File: src/usd_pkg.sv
// ----------------------------------------------------------------------------
// usd_pkg
// shared widths, constants and the sequence assembly function of the
// byte-serial utf-8 decoder
// ----------------------------------------------------------------------------
package usd_pkg;

   localparam int BYTE_W        = 8;
   localparam int CODE_POINT_W  = 32;
   localparam int CODE_UNITS_W  = 32;
   localparam int INVALID_CP_W  = 22;
   localparam int HELD_W        = 24;
   localparam int COUNT_W       = 2;
   localparam int CSR_INDEX_W   = 8;
   localparam int CSR_DATA_W    = 32;

   localparam logic [INVALID_CP_W-1:0] INVALID_CP_RESET    = 22'h00FFFD;
   localparam logic [CODE_UNITS_W-1:0] INVALID_UNITS_RESET = 32'h00EFBFBD;

   localparam logic [BYTE_W-1:0] LEAD4_BASE = 8'hF0;
   localparam logic [BYTE_W-1:0] LEAD3_BASE = 8'hE0;
   localparam logic [BYTE_W-1:0] LEAD2_BASE = 8'hC0;
   localparam logic [BYTE_W-1:0] CONT_BASE  = 8'h80;

   typedef enum logic [CSR_INDEX_W-1:0] {
      CSR_INVALID_CODE_POINT = 8'd0,
      CSR_INVALID_UNITS      = 8'd1
   } csr_index_type;

   // build the code point of a finished sequence; seen is the byte count
   // held before the last continuation (1, 2 or 3)
   function automatic logic [INVALID_CP_W-1:0] assemble(
      input logic [CODE_UNITS_W-1:0] units,
      input logic [COUNT_W-1:0]      seen
   );
      logic [BYTE_W-1:0] b3, b2, b1, b0;
      logic [31:0]       cp;
      b3 = units[31:24];
      b2 = units[23:16];
      b1 = units[15:8];
      b0 = units[7:0];
      case (seen)
         2'd3: begin
            cp = ({24'd0, b3 - LEAD4_BASE} << 18) | ({24'd0, b2 - CONT_BASE} << 12)
               | ({24'd0, b1 - CONT_BASE} << 6) | {24'd0, b0 - CONT_BASE};
         end
         2'd2: begin
            cp = ({24'd0, b2 - LEAD3_BASE} << 12) | ({24'd0, b1 - CONT_BASE} << 6)
               | {24'd0, b0 - CONT_BASE};
         end
         default: begin
            cp = ({24'd0, b1 - LEAD2_BASE} << 6) | {24'd0, b0 - CONT_BASE};
         end
      endcase
      return cp[INVALID_CP_W-1:0];
   endfunction

endpackage

File: src/utf8_stream_decoder.sv
// ----------------------------------------------------------------------------
// utf8_stream_decoder
// byte-serial utf-8 decoder: one byte per request, code points out
// ----------------------------------------------------------------------------
// timing: a byte is registered at acceptance and decoded into the result
//   register once the result side is free or the byte gives no result
// throughput: one byte per cycle while req_stall is low; a byte that breaks
//   an open sequence and is itself a character gives two results and holds
//   the input until the second result has moved on to the result register
// reset: synchronous, active high; clears the open sequence and both channels,
//   error marker registers return to U+FFFD and its utf-8 bytes
module utf8_stream_decoder (
   input  logic                              clock,
   input  logic                              reset,
   // byte requests
   input  logic                              req_valid,
   output logic                              req_stall,
   input  logic [usd_pkg::BYTE_W-1:0]        req_byte_in,
   // decoded results
   output logic                              rsp_valid,
   input  logic                              rsp_stall,
   output logic [usd_pkg::CODE_POINT_W-1:0]  rsp_code_point,
   output logic [usd_pkg::CODE_UNITS_W-1:0]  rsp_code_units,
   output logic                              rsp_error,
   output logic                              rsp_last_of_run,
   // register writes
   input  logic                              csr_valid,
   output logic                              csr_ready,
   input  logic [usd_pkg::CSR_INDEX_W-1:0]   csr_index,
   input  logic [usd_pkg::CSR_DATA_W-1:0]    csr_data
);
   import usd_pkg::*;

   // error marker registers
   logic [INVALID_CP_W-1:0] inv_cp_ff,    inv_cp_in;
   logic [CODE_UNITS_W-1:0] inv_units_ff, inv_units_in;

   // input register
   logic                    in_valid_ff, in_valid_in;
   logic [BYTE_W-1:0]       in_byte_ff,  in_byte_in;

   // open sequence state
   logic [HELD_W-1:0]       held_ff,   held_in;
   logic [COUNT_W-1:0]      needed_ff, needed_in;
   logic [COUNT_W-1:0]      seen_ff,   seen_in;

   // result register and the spare slot for a second result
   logic                    rsp_valid_ff,  rsp_valid_in;
   logic [CODE_POINT_W-1:0] rsp_cp_ff,     rsp_cp_in;
   logic [CODE_UNITS_W-1:0] rsp_units_ff,  rsp_units_in;
   logic                    rsp_error_ff,  rsp_error_in;
   logic                    rsp_last_ff,   rsp_last_in;
   logic                    pend_valid_ff, pend_valid_in;
   logic [BYTE_W-1:0]       pend_byte_ff,  pend_byte_in;

   // decode of the registered byte
   logic [CODE_UNITS_W-1:0] units;
   logic [1:0]              dec_count;
   logic [CODE_POINT_W-1:0] dec_cp;
   logic [CODE_UNITS_W-1:0] dec_units;
   logic                    dec_error;
   logic                    dec_last;
   logic                    dec_second;
   logic [HELD_W-1:0]       dec_held;
   logic [COUNT_W-1:0]      dec_needed;
   logic [COUNT_W-1:0]      dec_seen;

   logic                    out_free;
   logic                    go;
   logic                    req_take;

   // registers are always writable; writes must come only while idle, the block does not enforce it
   assign csr_ready = 1'b1;

   always_comb begin
      inv_cp_in    = inv_cp_ff;
      inv_units_in = inv_units_ff;
      if (csr_valid && csr_ready) begin
         case (csr_index)
            CSR_INVALID_CODE_POINT: inv_cp_in    = csr_data[INVALID_CP_W-1:0];
            CSR_INVALID_UNITS:      inv_units_in = csr_data[CODE_UNITS_W-1:0];
            default:                ;
         endcase
      end
   end

   // one decode step per byte: at most one result to the result register
   // and, for a character that breaks a sequence, one to the spare slot
   always_comb begin
      units      = {held_ff, in_byte_ff};
      dec_count  = 2'd0;
      dec_cp     = {{(CODE_POINT_W-BYTE_W){1'b0}}, in_byte_ff};
      dec_units  = {{(CODE_UNITS_W-BYTE_W){1'b0}}, in_byte_ff};
      dec_error  = 1'b0;
      dec_last   = 1'b1;
      dec_second = 1'b0;
      dec_held   = held_ff;
      dec_needed = needed_ff;
      dec_seen   = seen_ff;
      if (needed_ff != '0 && in_byte_ff[BYTE_W-1]) begin
         // continuation byte
         if (needed_ff == 2'd1) begin
            dec_count  = 2'd1;
            dec_cp     = {{(CODE_POINT_W-INVALID_CP_W){1'b0}}, assemble(units, seen_ff)};
            dec_units  = units;
            dec_held   = '0;
            dec_needed = '0;
            dec_seen   = '0;
         end else begin
            dec_held   = units[HELD_W-1:0];
            dec_needed = needed_ff - 2'd1;
            dec_seen   = seen_ff + 2'd1;
         end
      end else if (needed_ff != '0) begin
         // sequence broken by a plain byte: error, then the byte as a lead
         dec_count  = (in_byte_ff == '0) ? 2'd1 : 2'd2;
         dec_second = (in_byte_ff != '0);
         dec_cp     = {{(CODE_POINT_W-INVALID_CP_W){1'b0}}, inv_cp_ff};
         dec_units  = inv_units_ff;
         dec_error  = 1'b1;
         dec_last   = (in_byte_ff == '0);
         dec_held   = '0;
         dec_needed = '0;
         dec_seen   = '0;
      end else if (in_byte_ff == '0) begin
         // end of string with nothing open: no result
         dec_count = 2'd0;
      end else if (!in_byte_ff[BYTE_W-1]) begin
         // single byte character
         dec_count = 2'd1;
      end else if (in_byte_ff < LEAD2_BASE) begin
         // stray continuation
         dec_count = 2'd1;
         dec_cp    = {{(CODE_POINT_W-INVALID_CP_W){1'b0}}, inv_cp_ff};
         dec_units = inv_units_ff;
         dec_error = 1'b1;
      end else begin
         // lead byte opens a sequence
         dec_held = {{(HELD_W-BYTE_W){1'b0}}, in_byte_ff};
         dec_seen = 2'd1;
         if (in_byte_ff >= LEAD4_BASE) begin
            dec_needed = 2'd3;
         end else if (in_byte_ff >= LEAD3_BASE) begin
            dec_needed = 2'd2;
         end else begin
            dec_needed = 2'd1;
         end
      end
   end

   // the result register frees when empty or when its result is taken;
   // a byte without results never waits on the result side
   assign out_free  = !rsp_valid_ff || !rsp_stall;
   assign go        = in_valid_ff && ((dec_count == 2'd0) || (out_free && !pend_valid_ff));
   assign req_stall = in_valid_ff && !go;
   assign req_take  = req_valid && !req_stall;

   always_comb begin
      in_valid_in = in_valid_ff;
      in_byte_in  = in_byte_ff;
      if (req_take) begin
         in_valid_in = 1'b1;
         in_byte_in  = req_byte_in;
      end else if (go) begin
         in_valid_in = 1'b0;
      end
   end

   always_comb begin
      held_in   = held_ff;
      needed_in = needed_ff;
      seen_in   = seen_ff;
      if (go) begin
         held_in   = dec_held;
         needed_in = dec_needed;
         seen_in   = dec_seen;
      end
   end

   // result register loads the spare slot first, else the fresh decode
   always_comb begin
      rsp_valid_in  = rsp_valid_ff;
      rsp_cp_in     = rsp_cp_ff;
      rsp_units_in  = rsp_units_ff;
      rsp_error_in  = rsp_error_ff;
      rsp_last_in   = rsp_last_ff;
      pend_valid_in = pend_valid_ff;
      pend_byte_in  = pend_byte_ff;
      if (out_free) begin
         if (pend_valid_ff) begin
            rsp_valid_in  = 1'b1;
            rsp_cp_in     = {{(CODE_POINT_W-BYTE_W){1'b0}}, pend_byte_ff};
            rsp_units_in  = {{(CODE_UNITS_W-BYTE_W){1'b0}}, pend_byte_ff};
            rsp_error_in  = 1'b0;
            rsp_last_in   = 1'b1;
            pend_valid_in = 1'b0;
         end else begin
            rsp_valid_in  = go && (dec_count != 2'd0);
            rsp_cp_in     = dec_cp;
            rsp_units_in  = dec_units;
            rsp_error_in  = dec_error;
            rsp_last_in   = dec_last;
            pend_valid_in = go && dec_second;
            pend_byte_in  = in_byte_ff;
         end
      end
   end

   always_ff @(posedge clock) begin
      if (reset) begin
         inv_cp_ff     <= INVALID_CP_RESET;
         inv_units_ff  <= INVALID_UNITS_RESET;
         in_valid_ff   <= 1'b0;
         held_ff       <= '0;
         needed_ff     <= '0;
         seen_ff       <= '0;
         rsp_valid_ff  <= 1'b0;
         pend_valid_ff <= 1'b0;
      end else begin
         inv_cp_ff     <= inv_cp_in;
         inv_units_ff  <= inv_units_in;
         in_valid_ff   <= in_valid_in;
         held_ff       <= held_in;
         needed_ff     <= needed_in;
         seen_ff       <= seen_in;
         rsp_valid_ff  <= rsp_valid_in;
         pend_valid_ff <= pend_valid_in;
      end
   end

   // payload registers
   always_ff @(posedge clock) begin
      in_byte_ff   <= in_byte_in;
      rsp_cp_ff    <= rsp_cp_in;
      rsp_units_ff <= rsp_units_in;
      rsp_error_ff <= rsp_error_in;
      rsp_last_ff  <= rsp_last_in;
      pend_byte_ff <= pend_byte_in;
   end

   assign rsp_valid       = rsp_valid_ff;
   assign rsp_code_point  = rsp_cp_ff;
   assign rsp_code_units  = rsp_units_ff;
   assign rsp_error       = rsp_error_ff;
   assign rsp_last_of_run = rsp_last_ff;

endmodule

File: config.mk
export PLATFORM = sky130hd
export DESIGN_NAME = utf8_stream_decoder
export DESIGN_NICKNAME = d
export VERILOG_FILES = /design/src/usd_pkg.sv /design/src/utf8_stream_decoder.sv
export SDC_FILE = /design/constraint.sdc
export NUM_CORES = 1
export LEC_CHECK = 0
export BUFFER_PORTS_ARGS = -buffer_cell sky130_fd_sc_hd__buf_2
export CORE_MARGIN = 8
export CORE_UTILIZATION = 29
export CTS_CLUSTER_DIAMETER = 60
export DETAILED_ROUTE_END_ITERATION = 10
export SETUP_SLACK_MARGIN = 0.5
export SLEW_MARGIN = 0
export SYNTH_ARGS = -nofsm -noshare
export SYNTH_HDL_FRONTEND = slang
export SYNTH_SLANG_ARGS = --single-unit
File: constraint.sdc
create_clock -name clock -period 2.7 [get_ports clock]
set_input_delay 0.135 -clock clock [delete_from_list [all_inputs] [get_ports clock]]
set_output_delay 0.135 -clock clock [all_outputs]
set_load 0.01 [all_outputs]
Word-level counts from Yosys, hierarchy flattened
Index checks and enable logic that the tools add are counted.

Register bits after elaboration: 167. Latch bits: 0. Bits in writable memories: 0. Bits in read-only memories: 0. Input port bits: 53. Output and inout bits: 69. Word-level logic and storage cells: 121. Memories kept: 0.

$add $sub $neg: 8. Multipliers: 0. Div/mod/pow operators: 0. Order comparisons: 3. Equal/unequal tests: 6. Shifts and indexed selects: 0. Mux-type cells: 52. Bitwise operators: 8. Reductions and logical operators: 28.

Operators by type and width (number): 32-bit two-way mux (6); 24-bit two-way mux (6); 22-bit two-way mux (6); 22-bit one-hot mux with 2 select lines (1); 8-bit subtractor, second input constant (5); 2-bit two-way mux (17); 22-bit by 14-bit bitwise OR with 22-bit output (1); 22-bit by 20-bit bitwise OR with 22-bit output (1); 22-bit by 8-bit bitwise OR with 22-bit output (1); 20-bit by 14-bit bitwise OR with 20-bit output (1); 20-bit by 8-bit bitwise OR with 20-bit output (1); 8-bit greater-or-equal comparator, second input constant (2); 8-bit zero test (2); 8-bit two-way mux (2); 1-bit two-way mux (14); 14-bit by 8-bit bitwise OR with 14-bit output (1); 8-bit by 1-bit equality test with 1-bit output, second input constant (1); 8-bit < comparator, second input constant (1); 8-bit nonzero test (1); 1-bit logical AND (7); 3-bit inequality test, second input constant (2); 2-bit AND reduction (3); 2-bit nonzero test (3); 1-bit zero test (5); 12 further kinds (15).

Logic depth before layout (Yosys ltp)
Gate-level depths: netlist of run 1.

Depth after elaboration: 14. Mapped depth: 8. Depth with buffers taken out: 6.

Least setup slack after synthesis of run 1
OpenSTA, ideal clock, no wires.

Kind: reg-to-reg. Start point: reg rsp_valid_ff, in the netlist rsp_valid. End point: reg rsp_cp_ff[0], in the netlist rsp_code_point[0], enable pin. Setup time: 636 ps. Arrival: 1370 ps. Data required time: 2064 ps. Setup slack: 694 ps. Cell stages (with the launch flop): 2. Buffers on the path: 0. Period minus slack after synthesis: 2006 ps. Cell sequence: dfxtp_1 > nand2_1.

Longest elaborated chain between the ends: 2.

RTL lines: start, declared (line utf8_stream_decoder.sv:48) `logic rsp_valid_ff, rsp_valid_in;`; start signal, assigned (line utf8_stream_decoder.sv:226) `rsp_valid_ff <= rsp_valid_in;`; 1-bit zero test (line utf8_stream_decoder.sv:153) `assign out_free = !rsp_valid_ff || !rsp_stall;`; 1-bit logical OR (line utf8_stream_decoder.sv:153); end signal, assigned (line utf8_stream_decoder.sv:234) `rsp_cp_ff <= rsp_cp_in;`; end, declared (line utf8_stream_decoder.sv:49) `logic [CODE_POINT_W-1:0] rsp_cp_ff, rsp_cp_in;`.

Every way passes these cells. A chain may end at the register's enable or synchronous reset.

Worst setup path after layout of run 1
Start point: reg needed_ff[0]. End point: out req_stall.

Longest elaborated chain between the ends: 8. Elaborated cells between the ends (all ways): 11. Classes of those cells: 1 x eq/ne; 3 x mux; 7 x reduce/logical.

RTL lines: start, declared (line utf8_stream_decoder.sv:44) `logic [COUNT_W-1:0] needed_ff, needed_in;`; start signal, assigned (line utf8_stream_decoder.sv:224) `needed_ff <= needed_in;`; 2-bit by 1-bit equality test with 1-bit output or 2-bit nonzero test (tied branches) (line utf8_stream_decoder.sv:102, utf8_stream_decoder.sv:100, utf8_stream_decoder.sv:114); 1-bit two-way mux, or another cell as far along (line utf8_stream_decoder.sv:102) `if (needed_ff == 2'd1) begin`; 2-bit two-way mux (*) (line utf8_stream_decoder.sv:100) `if (needed_ff != '0 && in_byte_ff[BYTE_W-1]) begin`; 2-bit zero test (*) (line utf8_stream_decoder.sv:154) `assign go = in_valid_ff && ((dec_count == 2'd0) || (out_free && !pend_valid_ff));`; 1-bit logical OR (*) (line utf8_stream_decoder.sv:154); 1-bit logical AND (*) (line utf8_stream_decoder.sv:154); 1-bit zero test (*) (line utf8_stream_decoder.sv:155) `assign req_stall = in_valid_ff && !go;`; 1-bit logical AND (*) (line utf8_stream_decoder.sv:155); end, declared (line utf8_stream_decoder.sv:17) `output logic req_stall,`.

Every way passes the cells marked *; elsewhere a longest branch is shown, timed or not.

==> flow_summary.ini, run 1 <==
[layout]
stdcell_count = 1087
fillCellCount = 2248
area_growth_pct = 27.4
final_util = 0.376
drive_above_1_share = 0.227
finalNetCount = 847
diodes = 0
stdcell_area_mm2 = 0.00852

[floorplan]
dieArea_mm2 = 0.0282
io_pins = 122
die_h_um = 168
core_area_mm2 = 0.0226
fp.dieW_um = 168
start_util = 0.295
num_rows = 55

[power]
peakVddDrop_uv = 276
power_density_mw_per_mm2 = 651
total_leakage_power_nw = 3.29

[setup_path]
start_kind = register
crit_chain = inv_1 -> ha_4 -> a21o_1 -> a21boi_4 -> nor3_2 -> buf_2
regToRegEndpoint = held_ff[5]
r2r_setup_slack_ns = 0.68
critPathMaxFanout = 13
crit_required_ns = 2.57
rr_startpoint = in_byte_ff[7]
endpoint_kind = primary output
max_stage_delay_ns = 0.42
cp_num_buf_inv = 2
critPathArrivalTime_ns = 1.95
worst_path_max_delay_cell = dfxtp_1
reg2reg_depth = 5
crit_type = reg2out
path_delay_family = compound AO/OA/AOI/OAI gates

[sta]
fin_setup_tns_ns = 0
period_needed_ns = 2.09
final.setup_skew_ns = 0.00912
final-setup-viol-count = 0
fmax_mhz = 479
hold_viol_final = 0
timing.final.crit_share = 0.774
tightest_slew_ns = 0.678
rsz0062_at_grt = yes
slew_violations = 0
slew_headroom = 0.546

[drt]
dr.pass1.iters = 5
drt_iter0_markers = 352
routedWlPerCell_um = 17.1
via_count = 5454
avgViaCountPerCell = 5.02
drc = 0
routed_wl_um = 18600
final_antenna_net_count = 0

[yosys]
synth-seq-area-share = 0.578
synthesis.instances = 660
ys_warn_count = 0
synth_cell_types = 56
synth.top_cells.by_count = a21oi_1 (92), nor2_1 (86), dfxtp_1 (85), edfxtp_1 (72), nor3_1 (40)
post-synth-top-count-cell = a21oi_1
synth_ff_type = dfxtp_1
synth_top_area_cell = edfxtp_1
synth_area_leaders = edfxtp_1 (32%), dfxtp_1 (25%), a21oi_1 (6.9%), nor2_1 (4.8%), mux2i_1 (3.7%)
avgSynthCellArea_um2 = 10.1
syn_area_mm2 = 0.00669
synth_enable_flop_cells = 72
synthArstFlopShare = 0
synth_top_cell_area_share = 0.323
ys_ff_latch = 157

[clock_tree]
htreeDepth = 4
cts_made_buffers = 17
tritoncts = done
cts_setup_buffers = 0
cts_root_buf = clkbuf_16
cts_buffer_depth = 2
clock-sinks = 157
clk_pin_slew_worst_paths_ns = 0.06
insertion_delay_ns = 0.42

[global_route]
grt_overflow = 0
grt_usage = 0.131
antenna_found_initial = 0
grt_pass1_vias = 5508
grt_pass1_wl_um = 29500
grt_max_degree = 59

[placed_design]
io_buffers = 110
placed_area_mm2 = 0.00754
dp_hpwl_um = 12600
placed_cells = 1021
gp_congestion = 0.816

[outcome]
status = completed

[flow_run]
max_cap_viol_count = 0

[worst_hold_path]
min_from = csr_data[9]
min_to = inv_cp_ff[9]
hold_class = in2reg
min_path_cells = 3
power breakdown:
group / internal, mW / switching (mW)
clock: 1.43 / 0.938
sequential: 2.61 / 0.0468
combinational: 0.218 / 0.302
metrics by stage:
step                      setup slack (ns)  hold slack, ns  total power [mW]
after CTS                            0.540        0.000815              5.59
after detailed placement             0.380           0.326              3.19
final                                0.611          0.0147              5.54
after global routing                 0.476          0.0249              5.74
after global placement               0.478           0.333              3.18
after floorplan                      0.694           0.234              2.97
cell usage in the layout, fill, tap and decap left out, types with 4 or more instances in the layout:
cell	netlist	final
nor2b_1	7	6
nand2_1	30	28
clkinv_2	0	4
conb_1	2	11
clkbuf_16	0	17
nor3_1	40	39
inv_1	11	11
dlygate4sd3_1	0	34
nand3_1	29	29
a21oi_1	92	92
buf_4	11	17
o211ai_1	25	25
mux2i_1	25	25
buf_2	8	109
a22oi_1	25	25
nor2_1	86	86
edfxtp_1	72	72
dfxtp_1	85	85
o21ai_0	12	11
per-layer routing:
metal  routed length [um]  up-vias  track usage  part of all wire
met3                  947       12       0.0306             0.051
met1                 8510     2627        0.167              0.46
li1                     -     2644            -                 -
met5                    0        -            0                 0
met4                  201        0       0.0419             0.011
met2                 8960      171        0.216              0.48
kinds of logic (layout without fill, tap and decap cells):
kind of cell               count (synthesis)  after routing  synth area share
AOI/OAI and AO/OA                        181            181             0.167
xor gates and xnor gates                   1              1           0.00131
adders and majority gates                  5              5           0.00935
buffers and inverters                     74            207            0.0505
DFF                                      157            157             0.578
muxes                                     27             27            0.0408
other                                      2             11           0.00112
and+or+nand+nor                          213            213             0.152
tightest hold or removal path, delay by kind of cell:
family | cells | cell delay, ns
AO/OA/AOI/OAI | 1 | 0.12
buffers and inverters | 1 | 0.09
AND/OR/NAND/NOR | 1 | 0.05
worst max path at each step:
stage / from / endpoint / slack (ns) / cells after the start
after detailed placement: needed_ff[0] / in_byte_ff[0] / 0.38 / 5
after global placement: needed_ff[0] / in_byte_ff[0] / 0.48 / 5
after CTS: needed_ff[1] / req_stall / 0.54 / 7
after floorplan: rsp_valid / rsp_code_point[0] / 0.69 / 1
after global routing: needed_ff[0] / req_stall / 0.48 / 6
final: needed_ff[0] / req_stall / 0.61 / 6
area by class of cell:
type                            instances  area [um^2]  share of cell area
Tap cell                              285          357              0.0419
Inverter                               11         41.3             0.00485
Clock buffer                           22          474              0.0557
Clock inverter                         10          114              0.0134
Sequential cell                       157         3860               0.454
Multi-Input combinational cell        438         2580               0.303
Timing Repair Buffer                  164         1080               0.127
state kept, by name, indices dropped and copies added (netlist names), 2 cells and up:
name / flops
pend_byte_ff: 8
inv_units_ff: 32
inv_cp_ff: 22
held_ff: 24
in_byte_ff: 8
rsp_code_point: 22
rsp_code_units: 32
seen_ff: 2
needed_ff: 2
repair_timing:
item / 4_1_cts / 5_1_grt
hold buffers: 34 / 0
setup endpoints to repair: 9 / 16
gates resized for setup: 5 / 8
hold endpoints to repair: 44 / 0
gates cloned: 0 / 0
(Power assumes the default switching activity.)
==> run 2, diff against run 1 <==
- ABC_AREA: unset -> 1
- clock period: 2.7 -> 2.1 ns (I/O delays scaled with it)
==> run 2 against run 1 <==
Net effect:
- core utilization grew 4.3 points
- critical path depth grew 4
- largest power group unchanged
- critical path type is now reg2reg
- worst hold slack gained 0.12 ns
- power grew 42%
- die area grew 6.0%
- first-iteration DRC count grew 64%
- combinational power grew to 2.7 times the previous value
- clock skew grew 0.0042 ns
- global-route usage grew 0.50 points
- routed wire length grew 16%
- non-clock buffer count grew 59
==> flow_summary.ini, run 2 <==
[setup_path]
regToRegEndpoint = rsp_code_units[26]
endpoint_kind = register
crit_required_ns = 2.39
start_kind = register
reg2reg_depth = 10
critPathMaxFanout = 8
critPathArrivalTime_ns = 2.10
crit_type = reg2reg
r2r_setup_slack_ns = 0.30
startpoint = needed_ff[0]
critPathCapture = rsp_code_units[26]
rr_startpoint = needed_ff[0]

[yosys]
post-synth-top-count-cell = nand2_1
synth-seq-area-share = 0.542
synth-compound-area-share = 0.119
syn_area_mm2 = 0.00713
synth_mux_area_frac = 0
synthesis.instances = 849
synth_top_cell_area_share = 0.303
synth_top_area_cell = edfxtp_1
ys_ff_latch = 157
synth_cell_types = 40
synth_enable_flop_cells = 72
ys_warn_count = 0
synth_ff_type = dfxtp_1
synth_area_leaders = edfxtp_1 (30%), dfxtp_1 (24%), nand2_1 (14%), nor2_1 (5.4%), a21oi_1 (4.2%)
synthSimpleGateAreaFrac = 0.242
yosys.area_share.xor_xnor = 0.00123
synth.top_cells.by_count = nand2_1 (259), nor2_1 (103), dfxtp_1 (85), edfxtp_1 (72), inv_1 (67)
synthAdderAreaFrac = 0.00877
synth_top_family_by_area = simple AND/OR/NAND/NOR gates
synthArstFlopShare = 0
avgSynthCellArea_um2 = 8.40

[power]
power_density_mw_per_mm2 = 774
internal_power_mw = 5.63
peakVddDrop_uv = 556
seqPwrFrac = 0.449
total_leakage_power_nw = 4.74
clkPwrFrac = 0.372
p_sw_frac = 0.285
combPwrFrac = 0.178
p_sw_mw = 2.24

[placed_design]
gp_congestion = 0.833
io_buffers = 110
dp_hpwl_um = 13500
placed_cells = 1260

[clock_tree]
cts_root_buf = clkbuf_16
clk_pin_slew_worst_paths_ns = 0.07
htreeDepth = 4
cts_made_buffers = 17
insertion_delay_ns = 0.43
tritoncts = done
cts_buffer_depth = 2
clock-sinks = 157

[sta]
period_needed_ns = 1.80
fin_setup_tns_ns = 0
final.setup_skew_ns = 0.0133
final-setup-viol-count = 0
hold_viol_final = 0
fmax_mhz = 555
tightest_slew_ns = 0.685
timing.final.crit_share = 0.858
slew_violations = 0
slew_headroom = 0.541
rsz0062_at_grt = yes

[floorplan]
core_area_mm2 = 0.0242
fp.dieW_um = 173
num_rows = 57
io_pins = 122
dieArea_mm2 = 0.0299
start_util = 0.294
die_h_um = 173

[drt]
drt_iter0_markers = 578
drc = 0
via_count = 6362
dr.pass1.iters = 5
routed_wl_um = 21700
final_antenna_net_count = 0
routedWlPerCell_um = 15.6
avgViaCountPerCell = 4.58

[outcome]
status = completed

[global_route]
grt_usage = 0.136
grt_overflow = 0
grt_max_degree = 47
grt_pass1_vias = 6121
grt_pass1_wl_um = 32900
antenna_found_initial = 1

[layout]
final_cell_mix = nand2_1 (221), buf_2 (109), nor2_1 (92)
drive_above_1_share = 0.331
finalNetCount = 1109
stdcell_count = 1388
fillCellCount = 2342
multi_input_area_mm2 = 0.00331
area_growth_pct = 42.6
layout_commonest_cell = nand2_1
diodes = 0
ff_latch_area_mm2 = 0.00387

[worst_hold_path]
min_from = rsp_stall
hold_class = in2reg

[flow_run]
max_cap_viol_count = 0
==> run 2: cell types whose count changed after synthesis, moves of 21 or more <==
cell / before / now
a21oi_1: 92 / 60
a22oi_1: 25 / 0
inv_1: 11 / 67
mux2i_1: 25 / 0
nand2_1: 30 / 259
nor3_1: 40 / 5
o21ai_0: 12 / 33
==> run 2: power groups by stage <==
| stage | sequential, mW | clock [mW] | combinational (mW) |
|---|---|---|---|
| after global placement | 3.61 | 0 | 0.956 |
| after floorplan | 3.68 | 0 | 0.527 |
| final | 3.54 | 2.93 | 1.40 |
| after detailed placement | 3.61 | 0 | 0.962 |
| after CTS | 3.53 | 2.97 | 1.18 |
| after global routing | 3.56 | 3.12 | 1.52 |
==> run 2: logic make-up (layout without fill, tap and decap cells) <==
logic type | after synthesis | count (layout)
adder cells (fa/ha/maj) | 5 | 5
buffers and inverters | 125 | 325
other | 2 | 11
AND/OR/NAND/NOR | 422 | 428
AO/OA/AOI/OAI | 137 | 137
XOR/XNOR | 1 | 1
flip-flops | 157 | 157
==> run 2: repair_timing <==
action / in CTS / in global routing
resized for setup: 52 / 128
pin swaps: 14 / 52
buffers inserted: 29 / 11
hold endpoints to repair: 54 / 0
cloned: 6 / 7
hold buffers: 43 / 0
setup endpoints to repair: 90 / 92
==> run 2: how the worst min path moves through the flow <==
stage	end	slack [ns]	depth (start not counted)
6_report	rsp_code_units[1]	0.13	2
2_1_floorplan	in_byte_ff[0]	0.20	0
5_1_grt	rsp_code_units[29]	0.14	2
3_3_place_gp	in_byte_ff[3]	0.29	1
3_5_place_dp	in_byte_ff[3]	0.29	1
4_1_cts	rsp_code_units[1]	0.13	2
==> run 2: cell type report <==
cell class | count | area share
tap | 324 | 0.0399
timing repair buffer | 223 | 0.174
multi-input combinational | 582 | 0.325
sequential | 157 | 0.380
clock inverter | 14 | 0.0123
inverter | 70 | 0.0263
clock buffer | 18 | 0.0422
==> run 2: critical path, cell delays in order, from the launching register on <==
cell,delay [ns]
dfxtp_2,0.35
inv_2,0.05
ha_4,0.18
buf_8,0.14
nand3_4,0.10
nand2_4,0.07
nor2_4,0.23
buf_12,0.16
clkbuf_16,0.18
nand2_2,0.06
a21oi_2,0.12
==> run 2: per-layer routing <==
metal  wire (um)  vias up  GRT usage
met5          10        -          0
met3        1050       29     0.0333
met1        9400     2980      0.169
met2       10800      189      0.228
li1            -     3162          -
met4         451        2     0.0464
==> run 2: per-stage QoR <==
stage	power (mW)	setup slack, ns	hold WS, ns	util	area (um^2)
after CTS	7.68	0.350	0.126	0.391	9490
after floorplan	4.20	0.482	0.204	-	7240
final	7.87	0.297	0.131	0.419	10200
after global placement	4.56	-0.00611	0.285	0.331	8020
after detailed placement	4.57	0.0119	0.286	0.331	8020
after global routing	8.20	0.200	0.138	0.419	10200
==> run 3, diff against run 2 <==
- SETUP_SLACK_MARGIN: 0.5 -> 0.1
- SLEW_MARGIN: 0 -> 20
==> run 3 against run 2 <==
Net effect:
- sequential cell count did not move
- non-clock buffer count fell by 41
- global-route usage fell by 0.54 points
- critical endpoint is now req_stall
==> flow_summary.ini, run 3 (synthesized netlist as in run 2, its figures left out) <==
[global_route]
use_met2 = 0.208
grt_busiest_layer = met2
use_met1 = 0.173
grt_usage = 0.131
grt_pass1_wl_um = 31500
antenna_found_initial = 0
grt_overflow = 0
grt_max_degree = 57
grtUsageMet3 = 0.0333
grt_pass1_vias = 5713

[placed_design]
placed_area_mm2 = 0.00800
placed_cells = 1261
dp_hpwl_um = 13800
pre_cts_ws_ns = 0.0776
io_buffers = 110
gp_congestion = 0.869

[floorplan]
core_area_mm2 = 0.0242
io_pins = 122
start_util = 0.294
die_h_um = 173
fp.dieW_um = 173
num_rows = 57
dieArea_mm2 = 0.0299

[layout]
stdcell_area_mm2 = 0.00913
finalNetCount = 1062
area_growth_pct = 27.9
layout_commonest_cell = nand2_1
final_cell_mix = nand2_1 (258), buf_2 (110), nor2_1 (97)
drive_above_1_share = 0.207
stdcell_count = 1341
diodes = 0
final_util = 0.376

[sta]
slew_headroom = 0.480
final.setup_skew_ns = 0.0163
hold_ws_ns = 0.0217
setup_ws_ns = 0.183
rsz0062_at_grt = yes
period_needed_ns = 1.92
timing.final.crit_share = 0.913
slew_violations = 0
final-setup-viol-count = 0
fin_setup_tns_ns = 0
tightest_slew_ns = 0.780
fmax_mhz = 522
hold_viol_final = 0

[power]
power_mw = 7.68
power_density_mw_per_mm2 = 841
total_leakage_power_nw = 4.24
peakVddDrop_uv = 571

[drt]
avgViaCountPerCell = 4.51
dr.pass1.iters = 5
via_count = 6046
routed_wl_um = 20300
routedWlPerCell_um = 15.1
drc = 0
final_antenna_net_count = 0
drt_iter0_markers = 513

[setup_path]
rr_startpoint = needed_ff[0]
start_kind = register
crit_chain = inv_2 -> ha_4 -> nand3_1 -> nand4_2 -> nor2_4 -> buf_2
reg2reg_depth = 12
crit_type = reg2out
crit_required_ns = 2.00
critPathArrivalTime_ns = 1.81
critPathMaxFanout = 6
endpoint_kind = primary output
regToRegEndpoint = rsp_code_units[19]
r2r_setup_slack_ns = 0.21
max_stage_delay_ns = 0.39
worst_path_max_delay_cell = dfxtp_1

[clock_tree]
tritoncts = done
htreeDepth = 4
cts_buffer_depth = 2
insertion_delay_ns = 0.43
cts_made_buffers = 17
cts_root_buf = clkbuf_16
clk_pin_slew_worst_paths_ns = 0.06
clock-sinks = 157

[worst_hold_path]
min_to = inv_cp_ff[6]
min_path_cells = 3
hold_class = in2reg
min_from = csr_data[6]

[outcome]
status = completed

[flow_run]
max_cap_viol_count = 0
[run 3: cell count changes in the layout (fill, tap and decap cells not counted), sizes merged]
cell / delta
clkinvlp: +3
nand2: -3
bufbuf: -1
buf: -35
or2: -3
bufinv: +2
inv: -7
clkbuf: -1
dlygate4sd3: -3
clkinv: +1
[run 3: layout make-up]
cell class | count | area, um^2
Clock buffer | 19 | 433
Clock inverter | 13 | 143
Fill cell | 2522 | 15100
Inverter | 70 | 263
Multi-Input combinational cell | 576 | 2750
Sequential cell | 157 | 3860
Tap cell | 324 | 405
Timing Repair Buffer | 182 | 1270
[run 3: where the power goes]
group | switching (mW) | internal (mW)
Combinational | 0.663 | 0.441
Clock | 1.27 | 1.76
Sequential | 0.0956 | 3.45
Total | 2.03 | 5.65
[run 3: critical path, delay by kind of cell, from the launching register on]
family,cells,cell delay [ns]
simple gates,3,0.57
flops,1,0.39
fa+ha+maj,1,0.19
buf+inv,2,0.23
[run 3: worst max-delay path by stage]
stage / depth (start not counted) / to / start
2_1_floorplan: 7 / in_byte_ff[0] / needed_ff[0]
3_3_place_gp: 11 / rsp_code_units[19] / needed_ff[0]
3_5_place_dp: 11 / rsp_code_units[19] / needed_ff[0]
4_1_cts: 7 / req_stall / in_byte_ff[6]
5_1_grt: 6 / req_stall / needed_ff[0]
6_report: 6 / req_stall / needed_ff[0]
[run 3: layer usage]
layer  vias up  routed length, um
met5         -                  0
met4         0                199
met2       194               9550
met1      2782               9140
li1       3054                  -
met3        16               1380
[run 3: timing repair]
action | in CTS | in global routing
resized for setup | 3 | 10
endpoints found under the setup margin | 18 | 64
pin swaps | 0 | 2
cloned | 0 | 3
setup buffers | 0 | 5
hold buffers | 40 | 0
hold endpoints to repair | 52 | 0
